--- config.mk ---
export PLATFORM = sky130hd
export DESIGN_NAME = printable_string_finder
export DESIGN_NICKNAME = d
export VERILOG_FILES = /design/src/sv/psf_pkg.sv /design/src/sv/printable_string_finder.sv
export SDC_FILE = /design/constraint.sdc
export NUM_CORES = 1
export LEC_CHECK = 0
export ABC_AREA = 0
export BUFFER_PORTS_ARGS = -buffer_cell sky130_fd_sc_hd__buf_2
export CORE_MARGIN = 10
export CORE_UTILIZATION = 31
export DETAILED_ROUTE_END_ITERATION = 12
export GPL_TIMING_DRIVEN = 0
export SLEW_MARGIN = 20
export SYNTH_ARGS = -nofsm -noshare
export SYNTH_HDL_FRONTEND = slang
export SYNTH_SLANG_ARGS = --single-unit
--- constraint.sdc ---
create_clock -name clk -period 9.2 [get_ports clk]
set_input_delay 2.76 -clock clk [delete_from_list [all_inputs] [get_ports clk]]
set_output_delay 2.76 -clock clk [all_outputs]
set_load 0.02 [all_outputs]
--- src/sv/psf_pkg.sv ---
package psf_pkg;

  localparam int ADDR_W    = 48;
  localparam int CNT_W     = 25;
  localparam int LEN_W     = CNT_W + 1;
  localparam int MIN_W     = 16;
  localparam int BYTE_W    = 8;
  localparam int CFG_W     = 64;
  localparam int CFG_IDX_W = 3;
  localparam int MASK_W    = 1 << BYTE_W;

  localparam logic [CNT_W-1:0] MAX_CHUNK_BYTES = CNT_W'(16 * 1024 * 1024);

  localparam logic [CFG_IDX_W-1:0] REG_MIN_LENGTH = 3'd0;
  localparam logic [CFG_IDX_W-1:0] REG_MASK_0     = 3'd1;
  localparam logic [CFG_IDX_W-1:0] REG_MASK_1     = 3'd2;
  localparam logic [CFG_IDX_W-1:0] REG_MASK_2     = 3'd3;
  localparam logic [CFG_IDX_W-1:0] REG_MASK_3     = 3'd4;

  localparam logic [MIN_W-1:0]  MIN_LENGTH_RESET = 16'd10;
  localparam logic [MASK_W-1:0] MASK_RESET = {
    64'h0000_0000_0000_0000,
    64'h0000_0000_0000_0000,
    64'h7FFF_FFFF_FFFF_FFFF,
    64'hFFFF_FFFF_0000_0000
  };

  // Printable flags of the byte before last, the last byte and this byte.
  localparam logic [2:0] PAT_NONE       = 3'b000;
  localparam logic [2:0] PAT_FIRST      = 3'b001;
  localparam logic [2:0] PAT_LONE       = 3'b010;
  localparam logic [2:0] PAT_WIDE_START = 3'b011;
  localparam logic [2:0] PAT_WIDE_END   = 3'b100;
  localparam logic [2:0] PAT_GAP_PRINT  = 3'b101;
  localparam logic [2:0] PAT_NARROW_END = 3'b110;
  localparam logic [2:0] PAT_RUN        = 3'b111;

endpackage

--- src/sv/printable_string_finder.sv ---
// An accepted byte is held in the input register; a result it gives is held in the output register.
// Throughput: one byte per cycle; in_stall rises only while a finished result
// is held by out_stall and the input register is already occupied.
// Reset (synchronous, rst_n low) empties both registers, clears the flags and
// run counter, and restores min_length and the printable table to their defaults.
module printable_string_finder (
  input  logic                          clk,
  input  logic                          rst_n,
  input  logic                          in_valid,
  output logic                          in_stall,
  input  logic [psf_pkg::BYTE_W-1:0]    in_byte_value,
  input  logic [psf_pkg::ADDR_W-1:0]    in_byte_address,
  input  logic                          in_chunk_start,
  output logic                          out_valid,
  input  logic                          out_stall,
  output logic [psf_pkg::ADDR_W-1:0]    out_string_address,
  output logic [psf_pkg::LEN_W-1:0]     out_length_bytes,
  output logic [psf_pkg::CNT_W-1:0]     out_char_count,
  output logic                          out_is_wide,
  input  logic                          cfg_we,
  input  logic [psf_pkg::CFG_IDX_W-1:0] cfg_index,
  input  logic [psf_pkg::CFG_W-1:0]     cfg_wdata
);
  import psf_pkg::*;

  logic              s1_valid_r;
  logic [BYTE_W-1:0] s1_byte_r;
  logic [ADDR_W-1:0] s1_addr_r;
  logic              s1_chunk_r;

  logic              prev_r;
  logic              prev2_r;
  logic [CNT_W-1:0]  count_r;
  logic [CNT_W-1:0]  count_nxt;

  logic [MIN_W-1:0]  min_len_r;
  logic [MASK_W-1:0] mask_r;

  logic              out_valid_r;
  logic [ADDR_W-1:0] out_addr_r;
  logic [ADDR_W-1:0] out_addr_nxt;
  logic [LEN_W-1:0]  out_len_r;
  logic [LEN_W-1:0]  out_len_nxt;
  logic [CNT_W-1:0]  out_chars_r;
  logic [CNT_W-1:0]  chars;
  logic              out_wide_r;
  logic              wide;

  logic              proceed;
  logic              fire;
  logic              p;
  logic              p1;
  logic              p2;
  logic [CNT_W-1:0]  cnt;
  logic              ge_min;
  logic              gt_min;
  logic              report;

  assign proceed  = !out_valid_r || !out_stall;
  assign fire     = s1_valid_r && proceed;
  assign in_stall = s1_valid_r && !proceed;

  assign p1  = s1_chunk_r ? 1'b0 : prev_r;
  assign p2  = s1_chunk_r ? 1'b0 : prev2_r;
  assign cnt = s1_chunk_r ? '0 : count_r;
  assign p   = mask_r[s1_byte_r];

  assign ge_min = cnt >= CNT_W'(min_len_r);
  assign gt_min = cnt >  CNT_W'(min_len_r);

  always_comb begin
    report    = 1'b0;
    chars     = cnt;
    count_nxt = cnt;
    unique case ({p2, p1, p}) inside
      PAT_NARROW_END: begin
        if (ge_min) begin
          report = 1'b1;
        end else begin
          count_nxt = (s1_byte_r == '0) ? CNT_W'(1) : '0;
        end
      end
      PAT_WIDE_END: begin
        if (ge_min) begin
          report = 1'b1;
        end else begin
          count_nxt = '0;
        end
      end
      PAT_WIDE_START: begin
        if (gt_min) begin
          report = 1'b1;
          chars  = cnt - CNT_W'(1);
        end else begin
          count_nxt = CNT_W'(2);
        end
      end
      PAT_RUN, PAT_GAP_PRINT, PAT_FIRST: begin
        count_nxt = (cnt >= MAX_CHUNK_BYTES) ? MAX_CHUNK_BYTES : cnt + CNT_W'(1);
      end
      PAT_LONE, PAT_NONE: begin
        count_nxt = cnt;
      end
    endcase
    if (report) begin
      count_nxt = '0;
    end
  end

  assign wide         = (p1 == p);
  assign out_len_nxt  = wide ? {chars, 1'b0} : {1'b0, chars};
  assign out_addr_nxt = s1_addr_r - ADDR_W'(p) - ADDR_W'(out_len_nxt);

  always_ff @(posedge clk) begin
    if (!rst_n) begin
      s1_valid_r <= 1'b0;
    end else if (!in_stall) begin
      s1_valid_r <= in_valid;
    end
  end

  always_ff @(posedge clk) begin
    if (in_valid && !in_stall) begin
      s1_byte_r  <= in_byte_value;
      s1_addr_r  <= in_byte_address;
      s1_chunk_r <= in_chunk_start;
    end
  end

  always_ff @(posedge clk) begin
    if (!rst_n) begin
      prev_r  <= 1'b0;
      prev2_r <= 1'b0;
      count_r <= '0;
    end else if (fire) begin
      prev2_r <= p1;
      prev_r  <= p;
      count_r <= count_nxt;
    end
  end

  always_ff @(posedge clk) begin
    if (!rst_n) begin
      out_valid_r <= 1'b0;
    end else if (proceed) begin
      out_valid_r <= fire && report;
    end
  end

  always_ff @(posedge clk) begin
    if (fire && report) begin
      out_addr_r  <= out_addr_nxt;
      out_len_r   <= out_len_nxt;
      out_chars_r <= chars;
      out_wide_r  <= wide;
    end
  end

  always_ff @(posedge clk) begin
    if (!rst_n) begin
      min_len_r <= MIN_LENGTH_RESET;
      mask_r    <= MASK_RESET;
    end else if (cfg_we) begin
      unique case (cfg_index)
        REG_MIN_LENGTH: min_len_r      <= cfg_wdata[MIN_W-1:0];
        REG_MASK_0:     mask_r[63:0]    <= cfg_wdata;
        REG_MASK_1:     mask_r[127:64]  <= cfg_wdata;
        REG_MASK_2:     mask_r[191:128] <= cfg_wdata;
        REG_MASK_3:     mask_r[255:192] <= cfg_wdata;
        default: begin
        end
      endcase
    end
  end

  assign out_valid          = out_valid_r;
  assign out_string_address = out_addr_r;
  assign out_length_bytes   = out_len_r;
  assign out_char_count     = out_chars_r;
  assign out_is_wide        = out_wide_r;

endmodule

==> metrics, run 1 <==
crit path buf inv count=7; min Tclk post-route=8.706 ns; Area growth syn-to-layout=19.59%; nets=2904; Die Wd=287.4 um; clk_lat worst skew=0.65 ns; Slew HR=37.63%; placed instance count=3591; sequential-to-total area share from yosys stat=48.45%; cell count after synthesis=2418; largest net degree at the start of global routing=54; H-tree Lvls=2; total gr overflow=0; number of synthesized register bits=458; Setup Fix Bufs, Post-CTS=0; total track usage=16.35%; top post-synthesis cells by area=dfxtp_1, edfxtp_1, nand2_1; die area=82600 sq um; Final Max Slew Viols=0; Place WS=-0.06754 ns; slowest library cell on the worst path=a2111oi_0; final setup TNS=0 ns; Worst Path Arrival=9.07 ns; DIE HEIGHT=287.4 um; maximum VDD drop=0.0001717 V; CP max stage delay=0.67 ns; drt via density=5.099; CTS clk-pin slew, worst paths=0.06 ns; Clock Sinks=458; Maximum Capacitance Violations=0; # DRC=0; num rows=97; Root Driver=clkbuf_16; clock buffer count from CTS=51; CP Launch Type=flop; Setup Viol. Count Final=0; layout cell share with drive strength beyond 1=16.11%; Yosys cell types=79; critical path class=reg -> reg; Worst path top cell family by delay=compound AO/OA/AOI/OAI gates; Final ANT Viol Nets=0; Synth top area share=27.18%; Placed Instance Area=24600 sq um; Clock Path Buffers=3; status=completed; initial antenna violation count=6; design area=26510 sq um; RSZ-0062 raised after global routing=false; Vias=18790; DRT iter0 DRCs=1588; Routed WL=70350 um; Initial Util=31.44%; crit end category=flop; Critical Path RT=9.56 ns; DP HPWL=51980 um; post-route worst setup slack=0.4937 ns; average wire per standard cell=19.09 um; Avg Cell Area, Syn=9.168 sq um; Synth Warn #=0; Worst-Margin Slew=0.9355 ns; Post-synth EDFFs=157; Pwr Density=184.7 nW/um^2; ys flop type=dfxtp_1; Achievable Freq=0.1149 GHz; crit path max fanout=10; gp weighted congestion=0.9161; number of global-route vias before repair=17850; Core ar.=70510 sq um; Hold Path Class=reg -> reg; first-pass GRT wire length=106500 um; post-route insts no fill=3685; PortBufs=229; number of placed I/O pins=231; Yosys top cell by area=dfxtp_1; First-pass DRT Iterations=5; worst clock skew=0.07508 ns; ys async rst share=0%; Mapped Area=22170 sq um; LEAKAGE=0.01044 uW; Post-Syn Nets=2619; CTS tree=built; CP dominant cell by count=buf_2; Final period util=94.63%; Hold Vio Cnt, Final=0
worst min-delay path: stages (launching register included):
cell and delay [ns]:
dfxtp_1 0.31, nand2_1 0.05, a21oi_1 0.05
synth_stat cells, drive strengths merged, types with 5 or more instances:
library cell    n
nand3         134
o21ai          65
nor2           94
ha             71
a21o           12
nor3           33
nor4           24
o221ai          5
and2            8
and3           13
a22oi           9
o21bai          5
a21oi         225
o211ai         12
nand2         631
inv           131
a2111oi         5
nand3b          7
mux2            7
nor2b          19
clkbuf        125
buf            25
a31oi          24
xnor2          34
a211oi          8
or3            11
xor2           26
nand2b         19
mux2i          19
o21a            9
nand4          10
mux4           72
dfxtp         301
edfxtp        157
o41ai           5
timing repair:
action | 4_1_cts | 5_1_grt
hold buffers | 0 | 0
resized for setup | 2 | 8
setup endpoints to repair | 4 | 16
cell type report:
class | instances | area, sq um
Sequential cell | 458 | 10740
Antenna cell | 1 | 2.502
Inverter | 131 | 491.7
Fill cell | 7086 | 44000
Timing Repair Buffer | 233 | 1241
Clock inverter | 27 | 429.2
Tap cell | 940 | 1176
Clock buffer | 67 | 1478
Multi-Input combinational cell | 1679 | 10360
Buffer | 149 | 594.3
state kept, by name (all words and copies together) (netlist names), 8 cells and up:
signal,count
mask_r,256
out_string_address,48
s1_addr_r,48
out_length_bytes,26
count_r,25
out_char_count,25
min_len_r,16
s1_byte_r,8
cell usage in the layout (no fill, tap or decap), types with 9 or more instances in the layout:
master / count
xnor2_1: 34
nor3_1: 31
nor2_1: 94
o21ai_0: 62
a21oi_1: 225
a21o_1: 12
edfxtp_1: 157
inv_1: 131
mux2i_1: 19
and3_1: 12
o211ai_1: 12
a31oi_1: 24
clkbuf_8: 12
clkbuf_1: 122
ha_1: 71
nand2b_1: 18
or3_1: 10
nand2_1: 631
clkbuf_16: 52
nand3_1: 133
buf_2: 251
a22oi_1: 9
nand4_1: 10
nor2b_1: 18
mux4_2: 72
xor2_1: 26
dfxtp_1: 301
nor4_1: 22
layer usage:
| layer | wire length [um] | part of all wire (%) | up-vias | GRT usage, % |
|---|---|---|---|---|
| met5 | 80 | 0.11 | - | 0 |
| met4 | 2200 | 3.1 | 10 | 5.564 |
| met3 | 5897 | 8.4 | 136 | 4.110 |
| met2 | 31480 | 45 | 705 | 25.48 |
| met1 | 30700 | 44 | 8923 | 21.75 |
| li1 | - | - | 9017 | - |
power breakdown:
part	leakage, uW	switching (uW)	internal, uW
Sequential	0.00399	28.7	2140
Combinational	0.00552	291	162
Clock	0.000926	902	1370
Total	0.0104	1220	3670
cells by family (layout without fill, tap and decap cells):
kind of cell	count (synthesis)	in the layout	share of synthesized area, %
and+or+nand+nor	1019	1019	20.05
DFF	458	458	48.45
AOI/OAI and AO/OA	430	430	11.62
buffers and inverters	281	607	4.882
muxes	98	98	8.529
adders and majority gates	72	72	4.098
xor gates and xnor gates	60	60	2.371
other	0	1	0
path summary, 6_finish.rpt:
path | from | to | slack, ns | cells after the start
worst max-delay path | s1_byte_r[0]$_DFFE_PP_ | out_string_address[41]$_DFFE_PP_ | 0.49 | 32
worst min-delay path | mask_r[135]$_SDFFE_PN0P_ | mask_r[135]$_SDFFE_PN0P_ | 0.45 | 2
worst max register to register | s1_byte_r[0]$_DFFE_PP_ | out_string_address[41]$_DFFE_PP_ | 0.49 | 32
worst min register to register | mask_r[135]$_SDFFE_PN0P_ | mask_r[135]$_SDFFE_PN0P_ | 0.45 | 2
per-stage QoR:
stage | hold WS [ns] | power [uW] | util [%]
finish | 0.4528 | 4896 | 37.60
floorplan | 0.4318 | 2491 | -
global placement | 0.4387 | 2662 | 34.73
CTS | 0.4523 | 4926 | 37.59
global route | 0.4611 | 5058 | 37.60
detailed placement | 0.4438 | 2665 | 34.88
(Power assumes the default switching activity.)
==> inputs of run 2 (changes only) <==
--- a/config.mk
+++ b/config.mk
@@ -8,9 +8,10 @@
 export ABC_AREA = 0
 export BUFFER_PORTS_ARGS = -buffer_cell sky130_fd_sc_hd__buf_2
 export CORE_MARGIN = 10
-export CORE_UTILIZATION = 31
+export CORE_UTILIZATION = 59
 export DETAILED_ROUTE_END_ITERATION = 12
 export GPL_TIMING_DRIVEN = 0
+export PLACE_DENSITY = 0.8
 export SLEW_MARGIN = 20
 export SYNTH_ARGS = -nofsm -noshare
 export SYNTH_HDL_FRONTEND = slang
==> run 2 against run 1 <==
Against the previous run:
- sequential power barely moved
- highest routed layer unchanged
- hold slack gained 0.0012 ns
- clock skew down 0.040 ns
- die area decreased by 45%
- via count grew 3.9%
- wire length shrank 2.9%
==> metrics, run 2 (synthesis gave the netlist of run 1 again) <==
Worst setup startpoint=s1_byte_r[1]$_DFFE_PP_; Clock Path Buffers=3 (unchanged); crit path buf inv count=6 (-1); number of global-route vias before repair=19190 (+7.5%); nets=2902 (-0.069%); Reg-to-Reg End=out_string_address[32]$_DFFE_PP_; Hold Path Class=reg -> reg; Reg2Reg Depth=29 (-9.4%); largest net degree at the start of global routing=57 (+5.6%); number of placed I/O pins=231 (unchanged); Final ANT Viol Nets=0 (unchanged); Worst path top cell family by delay=compound AO/OA/AOI/OAI gates; Setup Fix Bufs, Post-CTS=0 (unchanged); Final Max Slew Viols=0 (unchanged); final setup TNS=0 ns (unchanged); min Tclk post-route=8.728 ns (+0.02157 ns); # DRC=0 (unchanged); slowest library cell on the worst path=clkbuf_2; Hold Vio Cnt, Final=0 (unchanged); Maximum Capacitance Violations=0 (unchanged); RSZ-0062 raised after global routing=false; Achievable Freq=0.1146 GHz (-0.25%); worst clock skew=0.03543 ns (-0.03966 ns); Final period util=94.87% (+0.23 points); Reg2Reg Setup Slack=0.47 ns (-0.02 ns); crit path max fanout=10 (unchanged); total gr overflow=0 (unchanged); RR Startpoint=s1_byte_r[1]$_DFFE_PP_; # hold bufs at CTS=0 (unchanged); Die Wd=213.8 um (-26%); CTS clk-pin slew, worst paths=0.06 ns (about the same); Root Driver=clkbuf_16; DIE HEIGHT=213.8 um (-26%); drt via density=6.018 (+18%); layout cell share with drive strength beyond 1=15.91% (-0.20 points); filler instances=2840 (-60%); clock buffer count from CTS=48 (-5.9%); Area growth syn-to-layout=16.11%; die area=45730 sq um (-45%); DRT iter0 DRCs=1910 (+20%); initial antenna violation count=2 (-4); gp weighted congestion=0.9818 (+7.2%); Critical Path RT=9.52 ns (-0.04 ns); most flop-heavy register=mask_r; Hold Worst Slack=0.4540 ns (+0.001246 ns); # diodes=0 (-1); Vias=19530 (+3.9%); First-pass DRT Iterations=6 (+1); Worst Min Path Start=min_len_r[6]$_SDFFE_PN0P_; clk_lat worst skew=0.61 ns (-0.04 ns); CP max stage delay=0.50 ns (-0.17 ns); max reg flops=256 (unchanged); LEAKAGE=0.01034 uW (-0.99%); Setup Viol. Count Final=0 (unchanged); Core ar.=36870 sq um (-48%); Routed WL=68300 um (-2.9%); Initial Util=60.12% (+29 points); crit end category=flop; Pwr Density=181.0 nW/um^2 (-2.0%); CTS tree=built; num rows=70 (-28%); critical path class=reg -> reg; average wire per standard cell=21.05 um (+10%); status=completed; CP Launch Type=flop; total track usage=29.32% (+13 points); commonest cells after routing, fill and taps aside=nand2_1, dfxtp_1, buf_2, a21oi_1, edfxtp_1; first-pass GRT wire length=104700 um (-1.7%); DP HPWL=50600 um (-2.7%); Worst Path Arrival=9.05 ns (-0.02 ns); H-tree Lvls=2 (unchanged); hold path endpoint=min_len_r[6]$_SDFFE_PN0P_; commonest non-fill, non-tap cell in the layout=nand2_1; maximum VDD drop=0.0001987 V (+16%); PortBufs=229 (unchanged); Slew HR=26.01% (-12 points); Clock Sinks=458 (unchanged); Worst-Margin Slew=1.110 ns (+0.1743 ns); hold path cells=2 (unchanged)
run 2: layer usage:
layer	up-vias	share of wire, %	track usage [%]
met5	-	0.051	0
met4	4	4.9	14.76
met3	217	8.5	5.753
met2	955	49	50.61
met1	9348	37	34.19
li1	9006	-	-
run 2: final cells by class:
| class | instances | area, sq um | area share (%) |
|---|---|---|---|
| flip-flops and latches | 458 | 10740 | 41.73 |
| multi-input cells | 1679 | 10370 | 40.29 |
| clock buffers | 69 | 1421 | 5.522 |
| repair buffers | 233 | 1241 | 4.822 |
| well taps | 504 | 630.6 | 2.450 |
| plain buffers | 150 | 599.3 | 2.328 |
| inverters | 131 | 491.7 | 1.910 |
| clock inverters | 21 | 244.0 | 0.9479 |
run 2: stage by stage:
| step | cell area (sq um) | power [uW] | utilization [%] | cells | setup slack (ns) |
|---|---|---|---|---|---|
| finish | 25740 | 4659 | 69.81 | 3245 | 0.4721 |
| global route | 25740 | 4796 | 69.81 | 3245 | 0.08875 |
| CTS | 25720 | 4661 | 69.76 | 3245 | 0.1136 |
| detailed placement | 24050 | 2664 | 65.23 | 3155 | -0.4541 |
| global placement | 23940 | 2648 | 64.94 | 3151 | -0.3188 |
| floorplan | 22170 | 2491 | - | 2418 | 2.570 |
run 2: repair_timing:
item,4_1_cts,5_1_grt
endpoints found under the setup margin,17,12
cloned,0,0
pin swaps,0,0
hold endpoints to repair,0,0
gates resized for setup,3,8
run 2: worst max path at each step:
| stage | end | cells past startpoint |
|---|---|---|
| after global routing | out_string_address[41]$_DFFE_PP_ | 32 |
| after CTS | out_string_address[41]$_DFFE_PP_ | 32 |
| after global placement | out_string_address[41]$_DFFE_PP_ | 32 |
| after detailed placement | out_string_address[41]$_DFFE_PP_ | 32 |
| final | out_string_address[32]$_DFFE_PP_ | 29 |
| after floorplan | out_string_address[44]$_DFFE_PP_ | 31 |
run 2: tightest hold or removal path, delay by kind of cell, from the launching register on:
family / cells / cell delay, ns
flip-flops: 1 / 0.31
AO/OA/AOI/OAI: 1 / 0.05
AND/OR/NAND/NOR: 1 / 0.05
run 2: power breakdown:
part	switching (uW)	internal, uW
Combinational	299	163
Sequential	28.0	2140
Clock	832	1190
